[src/rtl/core/rgb2ycc_ram.sv]
module rgb2ycc_ram #(
	parameter int WIDTH = 8,
	parameter int DEPTH = 16
) (
	input  logic                     clk,
	input  logic                     wr_en,
	input  logic [$clog2(DEPTH)-1:0] wr_addr,
	input  logic [WIDTH-1:0]         wr_data,
	input  logic                     rd_en,
	input  logic [$clog2(DEPTH)-1:0] rd_addr,
	output logic [WIDTH-1:0]         rd_data
);

	logic [WIDTH-1:0] mem_q [DEPTH];

	always_ff @(posedge clk) begin
		if (wr_en) begin
			mem_q[wr_addr] <= wr_data;
		end
		if (rd_en) begin
			rd_data <= mem_q[rd_addr];
		end
	end

endmodule

[config.mk]
export PLATFORM = sky130hd
export DESIGN_NAME = rgb2ycc_ram
export DESIGN_NICKNAME = d
export VERILOG_FILES = /design/src/rtl/core/rgb2ycc_ram.sv
export SDC_FILE = /design/constraint.sdc
export NUM_CORES = 1
export LEC_CHECK = 0
export ABC_CLOCK_PERIOD_IN_PS = 6200
export BUFFER_PORTS_ARGS = -buffer_cell sky130_fd_sc_hd__clkbuf_2
export CELL_PAD_IN_SITES_DETAIL_PLACEMENT = 0
export CELL_PAD_IN_SITES_GLOBAL_PLACEMENT = 1
export CORE_UTILIZATION = 31
export CTS_CLUSTER_DIAMETER = 40
export CTS_CLUSTER_SIZE = 20
export DETAILED_ROUTE_END_ITERATION = 16
export HOLD_SLACK_MARGIN = 0.15
export PLACE_DENSITY_LB_ADDON = 0.1
export SYNTH_ARGS = -nofsm -noshare
export SYNTH_HDL_FRONTEND = slang
export SYNTH_SLANG_ARGS = --single-unit
[constraint.sdc]
create_clock -name clk -period 6.2 [get_ports clk]
set_clock_uncertainty 0.2 [all_clocks]
set_input_delay 1.24 -clock clk [delete_from_list [all_inputs] [get_ports clk]]
set_output_delay 1.24 -clock clk [all_outputs]
set_load 0.05 [all_outputs]
==> key figures <==
Status
  – Outcome: finished clean

Routing
  – Via count: 2358
  – # DRC: 0
  – Wirelength per Cell: 21.5 um
  – Total wire length: 10800 um
  – Routed Antenna Nets: 0
  – Vias/cell: 4.70
  – Drt first-iter violations: 249
  – DR pass1 iterations: 4

Yosys
  – Main flop type after synthesis: edfxtp_1
  – Synthesized cell area: 5230 um2
  – Net Count, Synth: 248
  – Seq cells post-synth: 136
  – Synth cell types: 18
  – Post-synthesis sequential area ratio: 78.1%
  – Synth area leaders: edfxtp_1 78%, mux4_2 7.8%, mux4_1 7.0%, a22oi_1 2.3%, nor2_1 0.93%
  – XOR/XNOR share of the synthesized area: 0%
  – Synth Area in Simple Gates: 3.14%
  – Ys async rst share: 0%
  – Synth warn: 0
  – Mean Syn Cell Area: 22.8 um2
  – Cell taking the most area after synthesis: edfxtp_1
  – Top-count cell post-synth: edfxtp_1
  – Post-synthesis mux area share: 14.8%
  – Post-synthesis adder-cell area fraction: 0%
  – Synth Area in Compound Gates: 2.30%
  – Largest family of logic cells by synthesized area: multiplexers
  – EDFF count, synth: 136
  – Synth Instances: 229
  – Share of the synthesized area in the top cell type: 78.1%
  – Synth cell count leaders: 136 x edfxtp_1, 18 x mux4_2, 16 x a22oi_1

Placed design
  – Setup WS pre-CTS: 2420 ps
  – GP Congestion: 0.675
  – HPWL after DPL: 6760 um
  – Buffers on Ports: 26
  – Placed Area: 5580 um2
  – Dpl cells: 470

Pwr
  – Power, Total: 2.08 mW
  – Pwr Density: 339 nW/um2
  – Peak VDD IR: 186 uV
  – Pleak: 2.01 nW

STA
  – Relative slew margins: 29.8%
  – Period utilisation layout: 52.2%
  – Hold Vio Cnt, Final: 0
  – Worst hold slack: 553 ps
  – Max Slew Vio Count: 0
  – RSZ-0062 raised after global routing: no
  – Max frequency: 0.309 GHz
  – Setup-failing EPs final: 0
  – Worst Tran Pin Value: 1050 ps
  – Final WS setup: 2960 ps
  – TNS Setup: 0 ps
  – Min Clock Period, post-route: 3240 ps

Critical path
  – CP Data Required Time: 6160 ps
  – Max stage delay on crit path: 690 ps
  – Crit path capture type: flip-flop
  – Kind of critical path: primary input to flip-flop
  – CP Max Fanout: 24
  – Critical path buffers and inverters: 2
  – Critical Path AT: 3200 ps
  – CP max stage cell: clkbuf_2
  – Crit-path cells: clkbuf_2 -> buf_4 -> mux4_1 -> a22oi_1 -> nand2_1
  – CP top delay family: buffers and inverters
  – Crit start category: primary input

Floorplan
  – Die width: 132 um
  – Die area: 17400 um2
  – Top Ports: 27
  – FP Rows: 47
  – Core area: 16500 um2
  – Die extent in y: 132 um
  – Initial Util: 31.6%

Cells and area
  – Share of post-route cells with drive strength above 1: 27.0%
  – Area growth from synthesis to layout: 17.3%
  – Nets@finish: 288
  – Final instance area: 6130 um2
  – Fillers: 1500
  – Final Util: 37.1%
  – Diode count: 0
  – Non-filler instance count after layout: 502

Global route
  – Wire length of the first global-routing pass: 16600 um
  – Gr usage total: 13.8%
  – Largest net degree at the start of global routing: 33
  – Vias in the first global route: 2550
  – Gr ovfl total: 0
  – Initial antenna violation count: 0

Job
  – Max cap viols: 0

Clock tree
  – CTS Buf Count: 17
  – Clk root buf: clkbuf_16
  – Reg clk slew, reported paths: 50 ps
  – Setup bufs post-CTS: 0
  – CTS HTree Levels: 4
  – # resized after CTS: 0
  – TritonCTS clock tree: built
  – Clk_lat worst skew: 410 ps
  – CTS max path bufs: 2
  – Post-CTS Hold Buffers: 0
  – Clock Sink Count: 136

Hold path
  – HP Class: flip-flop to flip-flop
## final timing paths
path | slack (ps) | start | end | cells past startpoint
setup / recovery | 2960 | rd_addr[0] | rd_data[5] | 5
hold / removal | 550 | mem_q[12][5] | rd_data[5] | 3
setup reg to reg | 4510 | mem_q[1][3] | rd_data[3] | 3
hold reg to reg | 550 | mem_q[12][5] | rd_data[5] | 3
## flip-flops by register name, summed over array words and instances (netlist names)
| register | cells |
|---|---|
| mem_q | 128 |
| rd_data | 8 |
## report_power, final
group | switching (mW) | leakage (nW) | total, mW | internal [mW]
registers | 0.00545 | 1.24 | 1.04 | 1.04
clock network | 0.351 | 0.270 | 0.932 | 0.581
logic | 0.0683 | 0.504 | 0.105 | 0.0365
total | 0.424 | 2.01 | 2.08 | 1.65
## placed cells by master, fill, tap and decap left out
cell        count
edfxtp_1      136
clkbuf_2       26
mux4_2         18
clkbuf_16      17
a22oi_1        16
mux4_1         14
nor2_1         13
nand2_1         9
clkinv_2        6
buf_4           5
nor3_1          4
clkbuf_1        3
clkinv_1        3
nand3b_1        2
nand2b_1        2
bufinv_16       2
nor2b_1         1
and2_1          1
and2b_1         1
nand3_1         1
or3b_2          1
clkinvlp_4      1
## layout make-up
cell class / count / area, um2 / share of cell area, %
timing repair buffer: 31 / 168 / 2.74
multi-input combinational: 83 / 1060 / 17.2
clock buffer: 20 / 437 / 7.12
tap: 220 / 275 / 4.49
clock inverter: 12 / 109 / 1.78
sequential: 136 / 4080 / 66.6
## routing by layer
metal	share of wire, %	GRT usage [%]	up-vias
li1	-	-	1064
met5	0	0	-
met2	46	20.0	56
met1	48	19.1	1222
met4	1.9	6.98	0
met3	3.8	3.77	16
## cell families (layout without fill, tap and decap cells)
| group | after synthesis | count (layout) |
|---|---|---|
| DFF | 136 | 136 |
| and+or+nand+nor | 35 | 35 |
| muxes | 32 | 32 |
| AOI/OAI and AO/OA | 16 | 16 |
| buffers and inverters | 10 | 63 |
## tightest hold or removal path, stage by stage, from the launching register on
cell	delay, ps
edfxtp_1	310
mux4_2	220
a22oi_1	60
nand2_1	60
(Power assumes the default switching activity.)
