`config.mk`:
```
export PLATFORM = sky130hd
export DESIGN_NAME = rgb2ycc_pos
export DESIGN_NICKNAME = d
export VERILOG_FILES = /design/src/rtl/core/rgb2ycc_pkg.sv /design/src/rtl/core/rgb2ycc_pos.sv
export SDC_FILE = /design/constraint.sdc
export NUM_CORES = 1
export LEC_CHECK = 0
export BUFFER_PORTS_ARGS = -buffer_cell sky130_fd_sc_hd__buf_4
export CORE_MARGIN = 2
export CORE_UTILIZATION = 54
export CTS_CLUSTER_DIAMETER = 80
export CTS_CLUSTER_SIZE = 10
export DETAILED_ROUTE_END_ITERATION = 10
export GPL_TIMING_DRIVEN = 0
export PLACE_DENSITY = 0.76
export SETUP_SLACK_MARGIN = 0.2
export SYNTH_ARGS = -nofsm -noshare
export SYNTH_HDL_FRONTEND = slang
export SYNTH_SLANG_ARGS = --single-unit
```
`constraint.sdc`:
```
create_clock -name clk -period 3.6 [get_ports clk]
set_clock_uncertainty 0.2 [all_clocks]
set_input_delay 0.72 -clock clk [delete_from_list [all_inputs] [get_ports clk]]
set_output_delay 0.72 -clock clk [all_outputs]
set_load 0.02 [all_outputs]
```
`src/rtl/core/rgb2ycc_pkg.sv`:
```
package rgb2ycc_pkg;

	localparam int MAX_WIDTH    = 4096;
	localparam int HEIGHT_LIMIT = 4096;
	localparam int HALF_DEPTH   = MAX_WIDTH / 2;
	localparam int SLOT_W       = $clog2(HALF_DEPTH);
	localparam int COL_W        = $clog2(MAX_WIDTH);
	localparam int ROW_W        = $clog2(HEIGHT_LIMIT);
	localparam int SIZE_W       = 13;
	localparam int SUM_W        = 10;
	localparam int CHROMA_W     = 12;

	localparam logic [SIZE_W-1:0] WIDTH_RESET  = SIZE_W'(1920);
	localparam logic [SIZE_W-1:0] HEIGHT_RESET = SIZE_W'(1080);
	localparam logic [SIZE_W-1:0] WIDTH_MAX    = SIZE_W'(MAX_WIDTH);
	localparam logic [SIZE_W-1:0] HEIGHT_MAX   = SIZE_W'(HEIGHT_LIMIT);

	localparam logic REG_FRAME_WIDTH  = 1'b0;
	localparam logic REG_FRAME_HEIGHT = 1'b1;

	localparam logic signed [CHROMA_W-1:0] CHROMA_BIAS = CHROMA_W'(1024);

	typedef struct packed {
		logic              in_area;
		logic              col_odd;
		logic              row_odd;
		logic              frame_end;
		logic [SLOT_W-1:0] slot;
	} pos_t;

endpackage

```
`src/rtl/core/rgb2ycc_pos.sv`:
```
module rgb2ycc_pos (
	input  logic                             clk,
	input  logic                             arst_n,
	input  logic                             cfg_valid,
	input  logic                             cfg_index,
	input  logic [rgb2ycc_pkg::SIZE_W-1:0]   cfg_data,
	input  logic                             advance,
	output rgb2ycc_pkg::pos_t                pos
);
	import rgb2ycc_pkg::*;

	logic [SIZE_W-1:0] width_q;
	logic [SIZE_W-1:0] height_q;
	logic [COL_W-1:0]  col_q;
	logic [ROW_W-1:0]  row_q;
	logic [SIZE_W-1:0] w_eff;
	logic [SIZE_W-1:0] h_eff;
	logic [SIZE_W-1:0] col_next;
	logic [SIZE_W-1:0] row_next;
	logic              row_end;
	logic              frame_end;

	always_comb begin
		if (width_q == '0) begin
			w_eff = SIZE_W'(1);
		end else if (width_q > WIDTH_MAX) begin
			w_eff = WIDTH_MAX;
		end else begin
			w_eff = width_q;
		end
		if (height_q == '0) begin
			h_eff = SIZE_W'(1);
		end else if (height_q > HEIGHT_MAX) begin
			h_eff = HEIGHT_MAX;
		end else begin
			h_eff = height_q;
		end
		col_next  = SIZE_W'(col_q) + SIZE_W'(1);
		row_next  = SIZE_W'(row_q) + SIZE_W'(1);
		row_end   = col_next >= w_eff;
		frame_end = row_end && (row_next >= h_eff);
	end

	assign pos.in_area   = (SIZE_W'(col_q) < {w_eff[SIZE_W-1:1], 1'b0})
		&& (SIZE_W'(row_q) < {h_eff[SIZE_W-1:1], 1'b0});
	assign pos.col_odd   = col_q[0];
	assign pos.row_odd   = row_q[0];
	assign pos.frame_end = frame_end;
	assign pos.slot      = col_q[COL_W-1:1];

	always_ff @(posedge clk or negedge arst_n) begin
		if (!arst_n) begin
			width_q  <= WIDTH_RESET;
			height_q <= HEIGHT_RESET;
		end else if (cfg_valid) begin
			unique case (cfg_index)
				REG_FRAME_WIDTH:  width_q  <= cfg_data;
				REG_FRAME_HEIGHT: height_q <= cfg_data;
			endcase
		end
	end

	always_ff @(posedge clk or negedge arst_n) begin
		if (!arst_n) begin
			col_q <= '0;
			row_q <= '0;
		end else if (advance) begin
			if (row_end) begin
				col_q <= '0;
				row_q <= frame_end ? '0 : row_next[ROW_W-1:0];
			end else begin
				col_q <= col_next[COL_W-1:0];
			end
		end
	end

endmodule

```
==> key figures <==
Outcome
  – Status: finished with violations
  – Failing checks: negative setup slack

Critical path
  – Worst Path Buf+Inv: 3
  – Most frequent cell on the critical path: and3_4
  – Worst path arrival time: 2.91 ns
  – Crit-path max cell delay: 0.40 ns
  – CP Data Required Time: 2.68 ns
  – Critical path class: flip-flop to output port
  – Crit-path max FO: 6
  – Internal reg-to-reg setup slack: 0.29 ns
  – Critical path startpoint category: flip-flop
  – Critical path cell sequence: ha_4 -> and3_4 -> and3_4 -> buf_8 -> nand3_4 -> xnor2_2 -> ha_1 -> and3_4 -> o2111ai_2 -> o2111a_2 -> nor3_2 -> buf_4 -> buf_6
  – Setup crit end kind: output port
  – Critical Path Stages: 13
  – Slowest cell on the critical path: dfrtp_1
  – CP delay by family, top: simple AND/OR/NAND/NOR gates
  – Reg2reg path depth: 16

Synthesis
  – Largest cells by area after synthesis: dfrtp_1 30%, ha_1 17%, mux2_2 8.3%
  – Net Count, Synth: 423
  – Number of flops mapped to enable cells by yosys: 0
  – Register area share after synthesis: 0.356
  – Mapped Cells: 357
  – Post-synth ARST share: 1.00
  – Area share of the leading cell type in the synthesized netlist: 0.297
  – Yosys top cell by area: dfrtp_1
  – Mapped Area: 3540 um2
  – Synth Flop Type: dfrtp_1
  – Synth Area per Inst: 9.93 um2
  – Yosys cell types: 51
  – Warnings from Yosys: 0
  – Yosys reg bits: 50

GRT
  – Met3 GRT Util: 0.0409
  – Initial antenna violation count: 0
  – Gr ovfl total: 0
  – Grt peak-use layer: met2
  – Gr usage total: 0.245
  – Pin count of the biggest net entering global routing: 51
  – Vias in the first global route: 2956
  – Met2 GRT Util: 0.394
  – First-pass GRT wire length: 14200 um
  – GR Layer Usage met1: 0.332

CTS
  – Clk_lat worst skew: 0.32 ns
  – Hold_buf cts: 0
  – TritonCTS Buffers: 5
  – CTS H-tree depth: 2
  – Deepest clock path buffer count: 2
  – Root Driver: clkbuf_8
  – TritonCTS Sinks: 50
  – Worst-path clk slew: 0.11 ns
  – CTS tree: built

Drt
  – Per-cell routed wire length: 17.5 um
  – First-pass DRT Iterations: 4
  – Post-DRT Antenna Nets: 0
  – DRC violations left: 0
  – Final wirelength: 8740 um
  – DRT iter0 DRCs: 155
  – Vias per inst: 6.08
  – Vias: 3032

Finish
  – Final nets: 487
  – N_diodes: 0
  – Fillers: 479
  – Area delta synth->final: 24.2%
  – Commonest non-fill, non-tap cell in the layout: buf_4
  – Most frequent cells in the layout: 59 x buf_4, 45 x ha_1, 44 x nand2_1, 34 x dfrtp_1, 26 x mux2_2
  – Layout cells sized above 1: 0.363
  – Finished Layout Cells: 499
  – Core Util, Final: 0.693

Pwr
  – Peak supply drop: 0.000329 V
  – Power Density: 588 nW/um2
  – P_leak: 2.03 nW

Timing
  – RSZ-0062 raised after global routing: yes
  – Worst Max-Slew Pin Slew: 0.629 ns
  – Slew Limit Fails: 0
  – Min cycle time layout: 3.83 ns
  – Post-route setup slack: -0.233 ns
  – Peak Freq: 0.261 GHz
  – Setup violations, final: 1
  – Fin crit share: 1.06
  – Fin. Hold Viols: 0
  – Max-slew headroom: 0.581

Floorplan
  – Row Count: 29
  – Die H: 85.0 um
  – Number of I/O pins: 33
  – Core area: 6350 um2
  – Starting density of the core: 0.558
  – Die Wd: 85.0 um
  – DIE AREA: 7230 um2

Flow run
  – Max-Cap Viols: 0

Place
  – Detail Placement HPWL: 6400 um
  – GPL Wtd Cong: 0.875
  – Placed cell count: 466
  – Port buffer count: 32
  – Pre-CTS setup slack: -0.213 ns

Worst hold path
  – Hold crit path type: primary input to async pin
-- worst paths after layout --
check / startpoint / end
worst max-delay path: row_q[1] / pos[11]
worst min-delay path: arst_n / col_q[7]
worst min register to register: width_q[0] / width_q[0]
min in group clk: width_q[0] / width_q[0]
max in group asynchronous: arst_n / row_q[0]
worst max register to register: row_q[1] / row_q[2]
-- registers in the layout, summed over array words and instances (netlist names) --
| signal | cells |
|---|---|
| height_q | 13 |
| width_q | 13 |
| row_q | 12 |
| col_q | 12 |
-- where the power goes --
part / leakage [nW] / internal (mW) / switching (mW) / total, mW
Clock: 0.0506 / 0.146 / 0.219 / 0.365
Combinational: 1.38 / 0.671 / 0.711 / 1.38
Sequential: 0.606 / 0.688 / 0.151 / 0.839
-- metal layers --
layer | wire, um | vias up | share of wire
met5 | 0 | - | 0
met4 | 224 | 0 | 0.026
met3 | 416 | 24 | 0.048
met2 | 4150 | 86 | 0.48
met1 | 3940 | 1458 | 0.45
li1 | - | 1464 | -
-- cell type report --
type                       count  area (um2)  area share
buffer                        12        91.3      0.0208
clock buffer                   5        68.8      0.0156
clock inverter                 3        28.8     0.00654
inverter                      10        37.5     0.00853
multi-input combinational    285        2380       0.540
sequential                    50        1270       0.289
tap                           77        96.3      0.0219
timing repair buffer          57         432      0.0981
-- through the flow --
step	instance area (um2)	hold slack, ns	TNS (ns)	power, mW
floorplan	3600	0.224	0	1.61
global placement	3940	0.315	-0.128	1.89
detailed placement	3940	0.323	-0.213	1.95
CTS	4260	0.242	-0.182	2.48
global route	4400	0.261	-0.328	2.77
finish	4400	0.211	-0.233	2.59
-- kinds of logic after synthesis --
group           share of synthesized area
compound gates                      0.150
xor+xnor                           0.0494
fa+ha+maj                           0.169
buf+inv                            0.0261
flops                               0.356
mux                                0.0855
simple gates                        0.164
-- cells in the mapped netlist, types with 8 or more instances --
library cell   n
nor2_1        13
ha_1          48
inv_1          9
mux2_2        26
xnor2_1       14
nand3_1       13
nand4_1       10
a21oi_1       11
o21ai_0       18
and3_1         9
dfrtp_1       42
dfstp_2        8
nand2_1       45
-- timing repair --
item                                    CTS  global route
resized for setup                        29            19
cloned                                    0             0
pin swaps                                14            15
endpoints found under the setup margin    7             7
buffers inserted                         16             9
(Power assumes the default switching activity.)
