[src/rtl/core/rgb2ycc_xform.sv]
module rgb2ycc_xform (
	input  logic              [7:0] red,
	input  logic              [7:0] green,
	input  logic              [7:0] blue,
	output logic signed       [8:0] co,
	output logic signed       [8:0] cg,
	output logic              [7:0] luma
);

	logic signed [8:0] co_half;
	logic signed [8:0] cg_half;
	logic        [7:0] t;

	always_comb begin
		co      = $signed({1'b0, red}) - $signed({1'b0, blue});
		co_half = co >>> 1;
		t       = blue + co_half[7:0];
		cg      = $signed({1'b0, green}) - $signed({1'b0, t});
		cg_half = cg >>> 1;
		luma    = t + cg_half[7:0];
	end

endmodule

[config.mk]
export PLATFORM = sky130hd
export DESIGN_NAME = rgb2ycc_xform
export DESIGN_NICKNAME = d
export VERILOG_FILES = /design/src/rtl/core/rgb2ycc_xform.sv
export SDC_FILE = /design/constraint.sdc
export NUM_CORES = 1
export LEC_CHECK = 0
export BUFFER_PORTS_ARGS = -buffer_cell sky130_fd_sc_hd__buf_2
export CORE_UTILIZATION = 30
export DETAILED_ROUTE_END_ITERATION = 10
export PLACE_DENSITY_LB_ADDON = 0.25
export SYNTH_ARGS = -nofsm -noshare
export SYNTH_HDL_FRONTEND = slang
export SYNTH_SLANG_ARGS = --single-unit
[constraint.sdc]
create_clock -name vclk -period 12.1
set_clock_uncertainty 0.1 [all_clocks]
set_input_delay 0.605 -clock vclk [all_inputs]
set_output_delay 0.605 -clock vclk [all_outputs]
set_load 0.05 [all_outputs]
==> results of run 1 <==
layout make-up:
| class | instances | area, sq um | area share |
|---|---|---|---|
| multi-input cells | 127 | 1130 | 0.729 |
| repair buffers | 50 | 250 | 0.161 |
| inverters | 29 | 109 | 0.0700 |
| well taps | 50 | 62.6 | 0.0402 |
per-stage QoR:
step,hold slack (ns),cell area (sq um),util
6_report,1.54,1560,0.389
3_5_place_dp,1.54,1560,0.389
4_1_cts,1.54,1560,0.389
2_1_floorplan,1.39,1240,-
3_3_place_gp,1.54,1560,0.389
5_1_grt,1.56,1560,0.389
final timing paths:
| path | startpoint | cells past startpoint | slack [ns] | end |
|---|---|---|---|---|
| worst max-delay path | red[0] | 22 | 6.43 | luma[7] |
| worst min-delay path | blue[0] | 4 | 1.54 | co[0] |
cell usage in the layout, fill, tap and decap left out, drive strengths merged, types with 2 or more instances in the layout:
cell | synthesis | layout
buf | 0 | 50
ha | 30 | 30
inv | 29 | 29
a21oi | 19 | 19
xnor2 | 17 | 17
a21o | 9 | 9
xor2 | 7 | 7
o21ai | 7 | 7
o21a | 5 | 5
o21bai | 4 | 4
fa | 4 | 4
nor2b | 3 | 3
nor2 | 3 | 3
nand2 | 3 | 3
nor3 | 3 | 3
o31a | 2 | 2
mux2i | 2 | 2
cell families (layout without fill, tap and decap cells):
logic type                 after synthesis  count (layout)  share of synthesized area
AOI/OAI and AO/OA                       52              52                      0.288
xor gates and xnor gates                24              24                      0.181
and+or+nand+nor                         15              15                     0.0604
muxes                                    2               2                     0.0161
buffers and inverters                   29              79                     0.0876
adders and majority gates               34              34                      0.367
critical path: stages:
cell and delay [ns]:
buf_2 0.10, inv_1 0.04, ha_1 0.13, inv_1 0.06, fa_1 0.40, a21o_1 0.19, a311o_2 0.43, a21oi_1 0.18
xnor2_1 0.16, ha_1 0.31, a21oi_1 0.19, xnor2_1 0.18, inv_1 0.07, ha_1 0.36, nor2b_1 0.18, a221oi_1 0.28
nand2_1 0.11, ha_1 0.33, nand2_1 0.05, o21ai_0 0.18, xor2_1 0.16, buf_2 0.28
routing by layer:
metal | wire length (microns) | share of wire
met5 | 0 | 0
met4 | 0 | 0
met3 | 102 | 0.040
met2 | 1160 | 0.46
met1 | 1260 | 0.50
==> flow_summary.ini, run 1 <==
[layout]
drive_gt1_frac = 0.277
n_fill_cell = 446
area_growth_pct = 25.2
n_antenna_cell = 0
nClkBuffers = 0
final_cells = 256
seq_cell_count = 0
ff_latch_area_sq_um = 0
final_net_count = 266

[place]
gp_congestion = 0.844
dp.cells = 256
portBuffers = 50
dp_slack_ns = 6.41
hpwl_mm = 2.37

[sta]
rsz0062_at_grt = no
tightest_slew_ns = 0.329
fmax_mhz = 176
post-route-period-util = 0.469
finalCriticalPeriod_ns = 5.67
hold_viol = 0
drv_slew = 0
fin_tns_setup_ns = 0
setup_viol = 0
max-slew-margin-rel = 0.780
fin_ws_ns = 6.43

[run]
cap_violations = 0

[logic_synthesis]
synth_top_area_cell = ha_1
ys_types = 29
synth_area_leaders = ha_1 (30%), xnor2_1 (11%), inv_1 (8.8%)
synth.yosys.seq_area_share = 0
synth_most_common_cell = ha_1
syn_area_per_cell_sq_um = 7.96
synthTopCellsByCount = ha_1 (30), inv_1 (29), a21oi_1 (18), xnor2_1 (16), a21o_1 (9)
ys_warn_count = 0
synth_fp_nets = 214
syn-cell-area_sq_mm = 0.00124
synth_cells = 156
synthDominantCellAreaShare = 0.302

[grt]
grt_usage = 0.120
grt_use_met1 = 0.165
grt_busiest_layer = met2
grt_util_met3 = 0.00172
grt_pass1_wl_mm = 4.40
grt-ovfl-total = 0
antenna_found_initial = 0
grt_max_degree = 7
grt_use_met2 = 0.218
grt_pass1_vias = 1130

[clock_network]
hold_buffers = 0
cts_resized = 0
post-cts-setup-buffer-count = 0

[critical_path]
start_kind = primary input
worst-setup-path-type = in -> out
cp_max_fo = 5
critPathCaptureType = primary output
arrival_ns = 4.97
worstPathRequired_ns = 11.39

[routing]
wl_per_cell_microns = 9.85
drc_errors = 0
antenna_left = 0
wl_mm = 2.52
via_per_inst = 4.68
vias = 1197
drt_first_pass_iters = 4
first_iter_violations = 25

[status]
status = finished clean

[floorplanning]
die-area_sq_mm = 0.00440
row_count = 23
start_util = 0.311
die_h_microns = 66.4
core_area_sq_mm = 0.00400
io_pins = 50
die_width_microns = 66.4

[min_path]
hold_class = in -> out
Power of run 1 is not shown: default switching activity piles up to over one toggle a cycle in this logic, so the estimate is an artifact.
==> inputs of run 2 (changes only) <==
- ABC_AREA: not set -> 1
- clock period: 12.1 -> 4.6 ns (I/O delays scaled with it)
==> run 2 against run 1 <==
The flow now finishes with violations (design-rule violations). Non-clock buffer count up 19. Flip-flop and latch count unchanged. Utilization up 12 points. Critical path depth did not move. Synthesized area up 14%. Cell area rose by 45%. Worst setup slack worse by 6.2 ns. Wire length rose by 34%. Sequential share of layout area stayed put. Clock-buffer cell count unchanged. Highest routed layer is now met4.
==> flow_summary.ini, run 2 <==
[logic_synthesis]
synthTopCellsByCount = inv_1 (46), nand2_1 (34), ha_1 (30), a21oi_1 (19)
synth_most_common_cell = inv_1
synth.yosys.seq_area_share = 0
synth_top_area_cell = ha_1
synth_area_leaders = ha_1 (26%), inv_1 (12%), nand2_1 (9.0%)
syn-cell-area_sq_mm = 0.00142
syn_area_per_cell_sq_um = 6.77
ys_warn_count = 0
synthDominantCellAreaShare = 0.264
synth_fp_nets = 268
synth_cells = 210
ys_types = 27

[grt]
grt-ovfl-total = 0
antenna_found_initial = 0
grt_pass1_wl_mm = 5.26
grt_usage = 0.121
grt_max_degree = 6
grt_pass1_vias = 1380

[critical_path]
start_kind = primary input
critPathCaptureType = primary output
arrival_ns = 4.09
crit_buf_inv = 6
slowest_delay_ns = 0.46
cp_max_fo = 4
crit_family = adder cells
crit_top_cell = inv_2
cpMaxStageDelayCell = fa_2
worstPathCellList = buf_2 > ha_1 > inv_2 > fa_2 > ha_4 > fa_2 > xor2_2 > inv_2 > ha_4 > nand2_1 > o21ai_2 > a21oi_1 > o21ai_2 > xnor2_1 > inv_2 > ha_1 > a21oi_1 > nor2_1 > nor2_1 > buf_4 > xor2_4 > buf_6
worstPathRequired_ns = 4.27
worst-setup-path-type = in -> out
startpoint = blue[0]

[layout]
final_cell_mix = buf_2 (47), inv_1 (37), nand2_1 (29)
seq_cell_count = 0
ff_latch_area_sq_um = 0
n_antenna_cell = 0
area_growth_pct = 59.0
multi_input_area_sq_mm = 0.00160
final_net_count = 339
final_common_cell = buf_2
drive_gt1_frac = 0.509
nClkBuffers = 0
final_cells = 331
n_fill_cell = 459

[floorplanning]
die-area_sq_mm = 0.00502
row_count = 24
io_pins = 50
die_h_microns = 70.8
die_width_microns = 70.8
core_area_sq_mm = 0.00444
start_util = 0.320

[place]
hpwl_mm = 2.84
gp_congestion = 0.777
dp.cells = 326
portBuffers = 50

[sta]
drv_slew = 0
hold_viol = 0
tightest_slew_ns = 0.285
rsz0062_at_grt = yes
post-route-period-util = 0.961
fmax_mhz = 226
setup_viol = 0
max-slew-margin-rel = 0.810
finalCriticalPeriod_ns = 4.42

[min_path]
holdPathStages = 4
worst_hold_path.endpoint = co[0]
hold_class = in -> out
worstHoldStart = blue[0]

[status]
failed_checks = design-rule violations
status = finished with violations

[routing]
antenna_left = 0
drc_errors = 2
wl_per_cell_microns = 10.2
vias = 1532
drt_first_pass_iters = 9
first_iter_violations = 29
via_per_inst = 4.63
wl_mm = 3.37

[run]
cap_violations = 0

[clock_network]
hold_buffers = 0
[run 2: cell types whose count changed after synthesis, sizes merged, moves of 4 or more]
cell | previous run | this run
nand4 | 0 | 6
xnor2 | 17 | 9
inv | 29 | 47
xor2 | 7 | 11
nand3 | 0 | 18
o21a | 5 | 1
nand2 | 3 | 47
a21o | 9 | 0
[run 2: layout make-up]
cell class / instances / share of cell area
multi-input combinational: 163 / 0.709
tap: 52 / 0.0288
timing repair buffer: 69 / 0.184
inverter: 47 / 0.0781
[run 2: cell families (layout without fill, tap and decap cells)]
logic type | count (synthesis) | count (layout) | share of synthesized area
AOI/OAI and AO/OA | 30 | 30 | 0.125
xor gates and xnor gates | 20 | 20 | 0.129
adders and majority gates | 34 | 34 | 0.320
buffers and inverters | 47 | 116 | 0.124
and+or+nand+nor | 79 | 79 | 0.302
[run 2: repair_timing]
item / CTS / global route
endpoints found under the setup margin: 2 / 4
pin swaps: 0 / 14
gates resized for setup: 6 / 35
buffers inserted: 0 / 5
[run 2: how the worst max path moves through the flow]
stage / end / slack, ns / cells past startpoint
2_1_floorplan: luma[6] / -0.14 / 22
3_3_place_gp: luma[6] / -0.06 / 26
3_5_place_dp: luma[6] / -0.12 / 26
4_1_cts: luma[6] / 0.007 / 26
5_1_grt: luma[6] / -0.07 / 29
6_report: luma[6] / 0.18 / 22
[run 2: per-stage QoR]
stage / utilization / hold slack (ns) / TNS (ns) / cell area [sq um] / setup slack [ns]
5_1_grt: 0.508 / 0.837 / -0.135 / 2260 / -0.0699
3_5_place_dp: 0.457 / 0.827 / -0.129 / 2030 / -0.118
3_3_place_gp: 0.457 / 0.823 / -0.0560 / 2030 / -0.0560
6_report: 0.508 / 0.820 / 0 / 2260 / 0.181
2_1_floorplan: - / 0.641 / -0.159 / 1610 / -0.139
4_1_cts: 0.462 / 0.829 / 0 / 2050 / 0.00706
[run 2: metal layers]
layer,GRT usage,share of wire
met5,0,0
met4,0.00667,0.0098
met3,0.00285,0.025
met2,0.234,0.52
met1,0.156,0.44
Power of run 2 is left out for the same reason.
